--- src/cra_pkg.sv ---
// Shared types, constants and status codes for the contiguous transmit ring allocator.
// Used by cra_engine and contiguous_ring_tx_allocator; has no dependencies.
package cra_pkg;

   localparam int BUF_BYTES   = 8192;
   localparam int QUEUE_SLOTS = 64;
   localparam int MIN_FRAME   = 34;

   localparam int BYTE_POS_W = $clog2(BUF_BYTES);
   localparam int BYTE_CNT_W = BYTE_POS_W + 1;
   localparam int SLOT_POS_W = $clog2(QUEUE_SLOTS);
   localparam int SLOT_CNT_W = SLOT_POS_W + 1;
   localparam int LEN_W      = 14;
   localparam int ALEN_W     = LEN_W + 1;
   localparam int STATUS_W   = 3;

   typedef enum logic [STATUS_W-1:0] {
      ST_OK          = 3'd0,
      ST_TOO_SMALL   = 3'd1,
      ST_TOO_BIG     = 3'd2,
      ST_NO_SPACE    = 3'd3,
      ST_NO_CONTIG   = 3'd4,
      ST_QUEUE_FULL  = 3'd5,
      ST_NOTHING_OUT = 3'd6
   } status_type;

   typedef enum logic {
      MODE_ALLOC   = 1'b0,
      MODE_CONSUME = 1'b1
   } mode_type;

   typedef struct packed {
      mode_type         mode;
      logic [LEN_W-1:0] frame_length;
   } req_type;

   typedef struct packed {
      status_type            status;
      logic [BYTE_POS_W-1:0] buffer_offset;
      logic [SLOT_POS_W-1:0] slot_index;
      logic [LEN_W-1:0]      slot_length;
      logic                  wrapped;
      logic [BYTE_CNT_W-1:0] free_bytes;
   } rsp_type;

   typedef struct packed {
      logic                  en;
      logic [SLOT_POS_W-1:0] addr;
      logic [LEN_W-1:0]      data;
   } memwr_type;

endpackage

--- src/cra_ram.sv ---
// Generic single-write, single-read RAM with a registered read port.
// No dependencies; used for the descriptor slot length store.
module cra_ram #(
   parameter int WIDTH = 14,
   parameter int DEPTH = 64
) (
   input  logic                     clock,
   input  logic                     wr_en,
   input  logic [$clog2(DEPTH)-1:0] wr_addr,
   input  logic [WIDTH-1:0]         wr_data,
   input  logic [$clog2(DEPTH)-1:0] rd_addr,
   output logic [WIDTH-1:0]         rd_data
);

   logic [WIDTH-1:0] mem_ff [DEPTH];
   logic [WIDTH-1:0] rd_data_ff;

   always_ff @(posedge clock) begin
      if (wr_en) begin
         mem_ff[wr_addr] <= wr_data;
      end
      rd_data_ff <= mem_ff[rd_addr];
   end

   assign rd_data = rd_data_ff;

endmodule

--- src/cra_engine.sv ---
// Ring pointers and the single-pass allocate / consume decision logic.
// Depends on cra_pkg; the slot length store sits outside in cra_ram.
module cra_engine (
   input  logic                          clock,
   input  logic                          reset,
   input  logic                          fire,
   input  cra_pkg::req_type              cmd,
   input  logic [cra_pkg::LEN_W-1:0]     head_len,
   output cra_pkg::rsp_type              result,
   output cra_pkg::memwr_type            mem_wr,
   output logic [cra_pkg::SLOT_POS_W-1:0] rd_addr
);

   localparam logic [cra_pkg::BYTE_CNT_W-1:0] BUF_SIZE =
      cra_pkg::BYTE_CNT_W'(cra_pkg::BUF_BYTES);
   localparam logic [cra_pkg::SLOT_CNT_W-1:0] SLOT_FULL =
      cra_pkg::SLOT_CNT_W'(cra_pkg::QUEUE_SLOTS);
   localparam logic [cra_pkg::ALEN_W-1:0] ALIGN_MASK = ~cra_pkg::ALEN_W'(3);

   logic [cra_pkg::BYTE_CNT_W-1:0] head_ff, head_in, tail_ff, tail_in;
   logic [cra_pkg::SLOT_CNT_W-1:0] prod_ff, prod_in, retire_ff, retire_in;

   always_comb begin
      logic [cra_pkg::BYTE_CNT_W-1:0] used_cur, free_cur, used_nxt, free_nxt;
      logic [cra_pkg::BYTE_CNT_W-1:0] tail_room, head_room;
      logic [cra_pkg::BYTE_POS_W-1:0] ph, pt;
      logic [cra_pkg::ALEN_W-1:0]     alen, calen;
      logic [cra_pkg::SLOT_CNT_W-1:0] outstanding;
      logic                           fits_here, fits_start;
      logic [cra_pkg::BYTE_CNT_W-1:0] skip;

      used_cur    = tail_ff - head_ff;
      free_cur    = (used_cur > BUF_SIZE) ? '0 : BUF_SIZE - used_cur;
      ph          = head_ff[cra_pkg::BYTE_POS_W-1:0];
      pt          = tail_ff[cra_pkg::BYTE_POS_W-1:0];
      tail_room   = BUF_SIZE - {1'b0, pt};
      head_room   = BUF_SIZE - {1'b0, ph};
      alen        = ({1'b0, cmd.frame_length} + cra_pkg::ALEN_W'(3)) & ALIGN_MASK;
      calen       = ({1'b0, head_len} + cra_pkg::ALEN_W'(3)) & ALIGN_MASK;
      outstanding = prod_ff - retire_ff;
      fits_here   = (ph > pt) || ({1'b0, tail_room} >= alen);
      fits_start  = ({{(cra_pkg::ALEN_W-cra_pkg::BYTE_POS_W){1'b0}}, ph} >= alen);
      skip        = '0;

      head_in   = head_ff;
      tail_in   = tail_ff;
      prod_in   = prod_ff;
      retire_in = retire_ff;
      mem_wr    = '0;
      result    = '0;
      result.status = cra_pkg::ST_OK;

      if (cmd.mode == cra_pkg::MODE_ALLOC) begin
         if (cmd.frame_length < cra_pkg::LEN_W'(cra_pkg::MIN_FRAME)) begin
            result.status = cra_pkg::ST_TOO_SMALL;
         end else if (cmd.frame_length > cra_pkg::LEN_W'(cra_pkg::BUF_BYTES)) begin
            result.status = cra_pkg::ST_TOO_BIG;
         end else if (alen > {1'b0, free_cur}) begin
            result.status = cra_pkg::ST_NO_SPACE;
         end else if (!fits_here && !fits_start) begin
            result.status = cra_pkg::ST_NO_CONTIG;
         end else if (outstanding == SLOT_FULL) begin
            result.status = cra_pkg::ST_QUEUE_FULL;
         end else begin
            // When the end of the ring is too short, the skipped bytes count as used.
            skip                 = fits_here ? '0 : tail_room;
            tail_in              = tail_ff + skip + alen[cra_pkg::BYTE_CNT_W-1:0];
            prod_in              = prod_ff + 1'b1;
            mem_wr.en            = fire;
            mem_wr.addr          = prod_ff[cra_pkg::SLOT_POS_W-1:0];
            mem_wr.data          = cmd.frame_length;
            result.buffer_offset = fits_here ? pt : '0;
            result.slot_index    = prod_ff[cra_pkg::SLOT_POS_W-1:0];
            result.slot_length   = cmd.frame_length;
            result.wrapped       = !fits_here;
         end
      end else begin
         if (outstanding == '0) begin
            result.status = cra_pkg::ST_NOTHING_OUT;
         end else begin
            if ({1'b0, head_room} >= calen) begin
               result.buffer_offset = ph;
               result.wrapped       = 1'b0;
            end else begin
               skip                 = head_room;
               result.buffer_offset = '0;
               result.wrapped       = 1'b1;
            end
            head_in            = head_ff + skip + calen[cra_pkg::BYTE_CNT_W-1:0];
            retire_in          = retire_ff + 1'b1;
            result.slot_index  = retire_ff[cra_pkg::SLOT_POS_W-1:0];
            result.slot_length = head_len;
         end
      end

      used_nxt          = tail_in - head_in;
      free_nxt          = (used_nxt > BUF_SIZE) ? '0 : BUF_SIZE - used_nxt;
      result.free_bytes = free_nxt;

      if (!fire) begin
         head_in   = head_ff;
         tail_in   = tail_ff;
         prod_in   = prod_ff;
         retire_in = retire_ff;
      end
      rd_addr = retire_in[cra_pkg::SLOT_POS_W-1:0];
   end

   always_ff @(posedge clock) begin
      if (reset) begin
         head_ff   <= '0;
         tail_ff   <= '0;
         prod_ff   <= '0;
         retire_ff <= '0;
      end else begin
         head_ff   <= head_in;
         tail_ff   <= tail_in;
         prod_ff   <= prod_in;
         retire_ff <= retire_in;
      end
   end

endmodule

--- src/contiguous_ring_tx_allocator.sv ---
// Top level of the contiguous transmit ring allocator: input and result registers,
// slot length store and forwarding. Depends on cra_pkg, cra_ram and cra_engine.
//
//   channel   ports                                   direction
//   req       req_valid, req_stall, req_mode,         in (stall out)
//             req_frame_length
//   rsp       rsp_valid, rsp_stall, rsp_status,       out (stall in)
//             rsp_buffer_offset, rsp_slot_index,
//             rsp_slot_length, rsp_wrapped, rsp_free_bytes
//
// One item per cycle is sustained while rsp_stall does not hold the result register.
// Latency is set by the input register and the result register around the decision logic.
// Reset clears the ring pointers and valid flags; the slot length store is not cleared.
// A stalled result holds the item behind it in the input register, and req_stall rises.
module contiguous_ring_tx_allocator (
   input  logic                            clock,
   input  logic                            reset,
   input  logic                            req_valid,
   output logic                            req_stall,
   input  logic                            req_mode,
   input  logic [cra_pkg::LEN_W-1:0]       req_frame_length,
   output logic                            rsp_valid,
   input  logic                            rsp_stall,
   output logic [cra_pkg::STATUS_W-1:0]    rsp_status,
   output logic [cra_pkg::BYTE_POS_W-1:0]  rsp_buffer_offset,
   output logic [cra_pkg::SLOT_POS_W-1:0]  rsp_slot_index,
   output logic [cra_pkg::LEN_W-1:0]       rsp_slot_length,
   output logic                            rsp_wrapped,
   output logic [cra_pkg::BYTE_CNT_W-1:0]  rsp_free_bytes
);

   logic                             req_valid_ff;
   cra_pkg::req_type                 req_ff;
   logic                             rsp_valid_ff;
   cra_pkg::rsp_type                 rsp_ff;
   logic                             fire;
   logic                             req_take;
   cra_pkg::rsp_type                 result;
   cra_pkg::memwr_type               mem_wr;
   logic [cra_pkg::SLOT_POS_W-1:0]   rd_addr;
   logic [cra_pkg::LEN_W-1:0]        ram_rd_data;
   logic [cra_pkg::LEN_W-1:0]        head_len;
   logic                             byp_hit_ff;
   logic [cra_pkg::LEN_W-1:0]        byp_data_ff;

   assign fire      = req_valid_ff && (!rsp_valid_ff || !rsp_stall);
   assign req_stall = req_valid_ff && !fire;
   assign req_take  = req_valid && !req_stall;

   // The store reads old data when a slot is written and read in the same cycle.
   assign head_len = byp_hit_ff ? byp_data_ff : ram_rd_data;

   cra_ram #(
      .WIDTH (cra_pkg::LEN_W),
      .DEPTH (cra_pkg::QUEUE_SLOTS)
   ) u_len_ram (
      .clock   (clock),
      .wr_en   (mem_wr.en),
      .wr_addr (mem_wr.addr),
      .wr_data (mem_wr.data),
      .rd_addr (rd_addr),
      .rd_data (ram_rd_data)
   );

   cra_engine u_engine (
      .clock    (clock),
      .reset    (reset),
      .fire     (fire),
      .cmd      (req_ff),
      .head_len (head_len),
      .result   (result),
      .mem_wr   (mem_wr),
      .rd_addr  (rd_addr)
   );

   always_ff @(posedge clock) begin
      if (reset) begin
         req_valid_ff <= 1'b0;
         rsp_valid_ff <= 1'b0;
         byp_hit_ff   <= 1'b0;
      end else begin
         byp_hit_ff <= mem_wr.en && (mem_wr.addr == rd_addr);
         if (req_take) begin
            req_valid_ff <= 1'b1;
         end else if (fire) begin
            req_valid_ff <= 1'b0;
         end
         if (fire) begin
            rsp_valid_ff <= 1'b1;
         end else if (!rsp_stall) begin
            rsp_valid_ff <= 1'b0;
         end
      end
      byp_data_ff <= mem_wr.data;
      if (req_take) begin
         req_ff.mode         <= cra_pkg::mode_type'(req_mode);
         req_ff.frame_length <= req_frame_length;
      end
      if (fire) begin
         rsp_ff <= result;
      end
   end

   assign rsp_valid         = rsp_valid_ff;
   assign rsp_status        = rsp_ff.status;
   assign rsp_buffer_offset = rsp_ff.buffer_offset;
   assign rsp_slot_index    = rsp_ff.slot_index;
   assign rsp_slot_length   = rsp_ff.slot_length;
   assign rsp_wrapped       = rsp_ff.wrapped;
   assign rsp_free_bytes    = rsp_ff.free_bytes;

endmodule
--- config.mk ---
export PLATFORM = sky130hd
export DESIGN_NAME = contiguous_ring_tx_allocator
export DESIGN_NICKNAME = d
export VERILOG_FILES = /design/src/cra_pkg.sv /design/src/cra_ram.sv /design/src/cra_engine.sv /design/src/contiguous_ring_tx_allocator.sv
export SDC_FILE = /design/constraint.sdc
export NUM_CORES = 2
export LEC_CHECK = 0
export ABC_AREA = 0
export BUFFER_PORTS_ARGS = -buffer_cell sky130_fd_sc_hd__buf_2
export CAP_MARGIN = 30
export CORE_MARGIN = 8
export CORE_UTILIZATION = 55
export CTS_CLUSTER_DIAMETER = 40
export DETAILED_ROUTE_END_ITERATION = 10
export PLACE_DENSITY = 0.7
export SLEW_MARGIN = 5
export SYNTH_ARGS = -nofsm -noshare
export SYNTH_HDL_FRONTEND = slang
export SYNTH_HIERARCHICAL = 1
export SYNTH_SLANG_ARGS = --single-unit
--- constraint.sdc ---
create_clock -name clock -period 12.8 [get_ports clock]
set_input_delay 0 -clock clock [delete_from_list [all_inputs] [get_ports clock]]
set_output_delay 0 -clock clock [all_outputs]
set_load 0.005 [all_outputs]
---- Yosys cells after proc, flatten, opt, wreduce, memory -nomap -nowiden ----
Memory sizes are Yosys's and may differ from the RTL's. A register that Yosys moved wholly into a read port is not among the register bits.
Index checks and enable logic that the tools add are counted.
storage, ports and cells
  flip-flop bits (word level) ............. 125
  memory bits (writable) .................. 896
  input port bits ......................... 19
  output and inout bits ................... 53
  word-level logic and storage cells ...... 114
  memories ................................ 1
memory list
  name              depth  bits a word  read ports  clocked after Yosys merged registers in  write ports  line           source
  u_len_ram.mem_ff  64     14           1           1                                        1            cra_ram.sv:15  logic [WIDTH-1:0] mem_ff [DEPTH];
operators by class
  $add $sub $neg .......................... 15
  magnitude comparators ................... 9
  eq/ne operators ......................... 3
  mux-type cells .......................... 45
  bitwise operators ....................... 7
  reduce and logical (&&, ||, !) cells .... 17
operator list
  operator                count
  $mux 34                 6
  $mux 14                 14
  $mux 21                 6
  $add 14x14->14          4
  $gt 14x14->1 const B    3
  $mux 37                 1
  $add 14x2->15 const B   2
  $ge 14x15->1            2
  $sub 14x13->14 const A  2
  $sub 14x14->14          2
  $sub 14x14->14 const A  2
  $mux 13                 2
  $mux 3                  6
  $mux 6                  3
  $ge 13x15->1            1
  $gt 15x14->1            1
  $add 7x1->7 const B     2
  $lt 14x6->1 const B     1
  $gt 13x13->1            1
  $eq 7x7->1 const B      1
  $logic_not 7->1         1
  $mux 1                  7
  $not 1->1               7
  $reduce_and 7->1        1
  other kinds (8)         18

---- Logic depth before layout (Yosys ltp) ----
  depth in word-level cells ............... 14
  depth in mapped cells ................... 40
  gate-level depth less buffers ........... 37

---- Cells and area by module ----
Netlist, hierarchy kept.
modules (own cells, without submodules)
  module                        times used  cells an instance  area an instance (sq um)
  cra_ram                       1           1571               34878.5
  cra_engine                    1           1218               8948.6
  contiguous_ring_tx_allocator  1           114                2598.7

---- Worst setup path before layout ----
OpenSTA, ideal clock, no wires.
  path kind ............................... reg2reg
  start ................................... register u_engine/head_ff[3] (netlist bit)
  end ..................................... register rsp_ff, in the netlist rsp_free_bytes[12] (data pin)
  setup time .............................. 258 ps
  arrival ................................. 7730 ps
  slack ................................... 4812 ps
  cell stages (with the launch flop) ...... 36
  path through ............................ dfxtp_1 inv_1 ha_1 a21oi_1 and2_1 xnor2_1 or4_1 nor4b_4 nand3_1 xnor2_1 mux2i_1 xor2_1 nand2_1 ha_1 nand4_1 nor2_1 nand3b_1 nand2b_1 a311oi_1 o21ai_4 nor2_1 buf_2 mux2i_1 inv_1 ha_1 nor2b_1 o21a_1 o21a_1 o31a_1 o21a_1 o2111a_1 a211oi_1 nand4b_1 nor2_1 nand4_1 nor3b_1
on the way
  cells in the longest elaborated chain, start to end .. 13
ends and longest elaborated chain
  what                                                   line                                 source
  start, declared                                        cra_engine.sv:20                     logic [cra_pkg::BYTE_CNT_W-1:0] head_ff, head_in, tail_ff, tail_in;
  start signal, assigned                                 cra_engine.sv:116                    head_ff <= head_in;
  branches (longest 11 deep; another with $ge 14x15->1)  n/a
  $sub 14x14->14 (*)                                     cra_engine.sv:96                     used_nxt = tail_in - head_in;
  $sub 14x14->14 or $gt 14x14->1 (tied branches)         cra_engine.sv:97                     free_nxt = (used_nxt > BUF_SIZE) ? '0 : BUF_SIZE - used_nxt;
  end signal, assigned                                   contiguous_ring_tx_allocator.sv:100  rsp_ff <= result;
  end, declared                                          contiguous_ring_tx_allocator.sv:35   cra_pkg::rsp_type rsp_ff;
Mark *: on every way between the ends. The select of a mux whose other input is x is not followed.
A chain may end at the register's enable or synchronous reset.

---- Worst setup path in the final report ----
Same ends and word-level chain as after synthesis.

==> qor.yml <==
final_max_slew_viol_count: 0
grt_overflow: 0
setup_viol: 0
synthArstFlopShare_pct: 0
holdWs_ps: 34.6
layoutNonFillerInstCount: 4283
setup-tns-final_ps: 0
synth_area_sq_um: 46400
synth_cells: 2903
critPathKind: "flip-flop to flip-flop"
slowest_delay_ps: 620
cts_tree: "yes"
fmax_mhz: 106
routedWlPerCell_um: 27.9
gp_congestion: 0.959
reg2reg_depth: 35
hpwl_um: 76500
viasPerCell: 6.34
die_area_sq_um: 94000
synth.distinct_cells: 83
seq_area_sq_um: 30300
io_pins: 72
std_cell_rows: 106
max-cap-violations: 0
chipHeight_um: 307
wl_um: 120000
numCtsBuffers: 121
cp_max_fo: 61
ys_seq_area_share_pct: 65.4
rsz0062_at_grt: "no"
powerDensity_nw_per_um2: 149
p_leak_nw: 19.0
clkTransAtPathRegs_ps: 60
finalHoldViolCount: 0
nNetsFinal: 3259
core_sq_um: 83600
multiInputGateArea_sq_um: 15100
io_buffers: 71
synth_nets: 3066
grt_max_degree: 133
crit_slowest_cell: "or4_1"
dp_slack_ps: 3460
worst_clock_skew_ps: 60.0
antennaDiodeCount: 0
cts_max_level: 3
slew-limit-headroom_pct: 28.4
die_x_um: 307
fin_util_pct: 63.2
drc_errors: 0
postRouteAntennaNets: 0
synth-warning-count: 6
critPathBufInv: 3
synth_seq_cells: 1035
ctsLongestPathBuffers: 3
hold_depth: 2
grt_pass1_vias: 27200
cp.required_ps: 13240
syn_area_per_cell_sq_um: 16.0
cts_sinks: 1035
synth_edf_count: 962
tightestPinTransition_ps: 1070
syn_to_final_growth_pct: 13.7
first_iter_violations: 2380
crit_arrival_ps: 9870
first_pass_iters: 5
grt_pass1_wl_um: 177000
fin_ws_ps: 3370
period_minus_slack_ps: 9430
status: "finished, final reports clean"
drive_above_1_share_pct: 22.1
start_util_pct: 55.6
vias: 27200
synth_flop_cell: "edfxtp_1"
grt_use_total_pct: 25.1
dp.cells: 4026
clk_latency_ps: 700
critPathTopFamily: "simple AND/OR/NAND/NOR gates"
post-route-period-util_pct: 73.7
final.fill_count: 5829
path_depth: 35
hp-class: "primary input to flip-flop"
cts_root_buffer: "clkbuf_16"
end_kind: "flip-flop"
antenna_found_initial: 2
cts_setup_buffers: 0
start_kind: "flip-flop"
peakVddDrop_mv: 0.130
## state kept, by name, summed over array words and instances, names as in the netlist, 14 cells and up
register,cells
rsp_slot_length,14
req_ff,15
byp_data_ff,14
u_engine/tail_ff,14
u_len_ram/rd_data,14
rsp_free_bytes,14
u_engine/head_ff,14
u_len_ram/mem_ff,896
## cell usage after synthesis (18+ instances only)
master	number	share of area, %
a211oi_1	32	0.52
nand2_1	153	1.2
o21ai_0	58	0.63
mux2i_1	38	0.82
nor3_1	37	0.40
inv_1	110	0.89
ha_1	119	3.2
mux2_2	36	0.87
nor2b_1	36	0.49
xor2_1	34	0.64
xnor2_1	87	1.6
mux4_2	224	11
fa_1	25	1.1
nor2_1	170	1.4
nand4_1	24	0.32
o21a_1	20	0.32
nand2b_1	35	0.47
edfxtp_1	962	62
o221ai_1	18	0.34
a21o_1	35	0.57
nand3_1	52	0.56
a21oi_1	103	1.1
buf_2	31	0.33
o21ai_1	19	0.20
a31oi_1	19	0.26
clkbuf_1	64	0.52
dfxtp_1	73	3.1
and2_1	28	0.38
## path summary, 6_finish.rpt
kind                                         start  slack [ps]                           end
setup / recovery  u_engine/head_ff[3]$_SDFFE_PP0P_        3370  rsp_free_bytes[12]$_DFFE_PP_
setup reg to reg  u_engine/head_ff[3]$_SDFFE_PP0P_        3370  rsp_free_bytes[12]$_DFFE_PP_
hold / removal                 req_frame_length[7]          30           req_ff[7]$_DFFE_PP_
hold reg to reg   u_engine/retire_ff[5]$_SDFF_PP0_         540   rsp_slot_index[5]$_DFFE_PP_
## where the power goes
group / internal [mW] / total, mW / switching (mW)
combinational: 0.263 / 0.706 / 0.444
clock: 1.94 / 3.39 / 1.45
sequential: 3.73 / 3.74 / 0.0153
## repair_timing
item / CTS / global route
gates resized for setup: 0 / 0
hold buffers: 23 / 0
hold endpoints to repair: 56 / 0
setup endpoints to repair: 0 / 0
## placed cells by master (no fill, tap or decap), types with 38 or more instances in the layout
| cell type | count |
|---|---|
| edfxtp_1 | 962 |
| mux4_2 | 224 |
| nor2_1 | 159 |
| nand2_1 | 153 |
| clkbuf_16 | 121 |
| ha_1 | 119 |
| inv_1 | 110 |
| a21oi_1 | 103 |
| buf_4 | 98 |
| xnor2_1 | 83 |
| dfxtp_1 | 73 |
| buf_2 | 71 |
| o21ai_0 | 57 |
| nand3_1 | 52 |
| mux2i_1 | 38 |
## routing by layer
layer  global-route usage (%)  vias to the layer above  wire, um
met4                     10.6                        2      5250
met5                        0                        -        19
met3                     3.28                      230      7900
li1                         -                    11800         -
met1                     33.1                    14000     46600
met2                     42.4                     1183     59800
## cell families after synthesis
logic type | synth area share, %
buffers and inverters | 2.48
adders and majority gates | 4.29
AOI/OAI and AO/OA | 6.34
and+or+nand+nor | 6.67
DFF | 65.4
xor gates and xnor gates | 2.28
muxes | 12.6
## cell type report
class | count | area share [%]
clock buffers | 134 | 5.83
clock inverters | 96 | 1.86
inverters | 114 | 0.811
multi-input cells | 1620 | 28.5
flip-flops and latches | 1035 | 57.5
well taps | 1080 | 2.56
repair buffers | 204 | 2.90
## metrics by stage
| stage | power (mW) | area [sq um] |
|---|---|---|
| 2_1_floorplan | 4.31 | 46400 |
| 3_3_place_gp | 4.50 | 48300 |
| 3_5_place_dp | 4.51 | 48400 |
| 4_1_cts | 7.89 | 52700 |
| 5_1_grt | 8.10 | 52800 |
| 6_report | 7.84 | 52800 |
(Power assumes the default switching activity.)
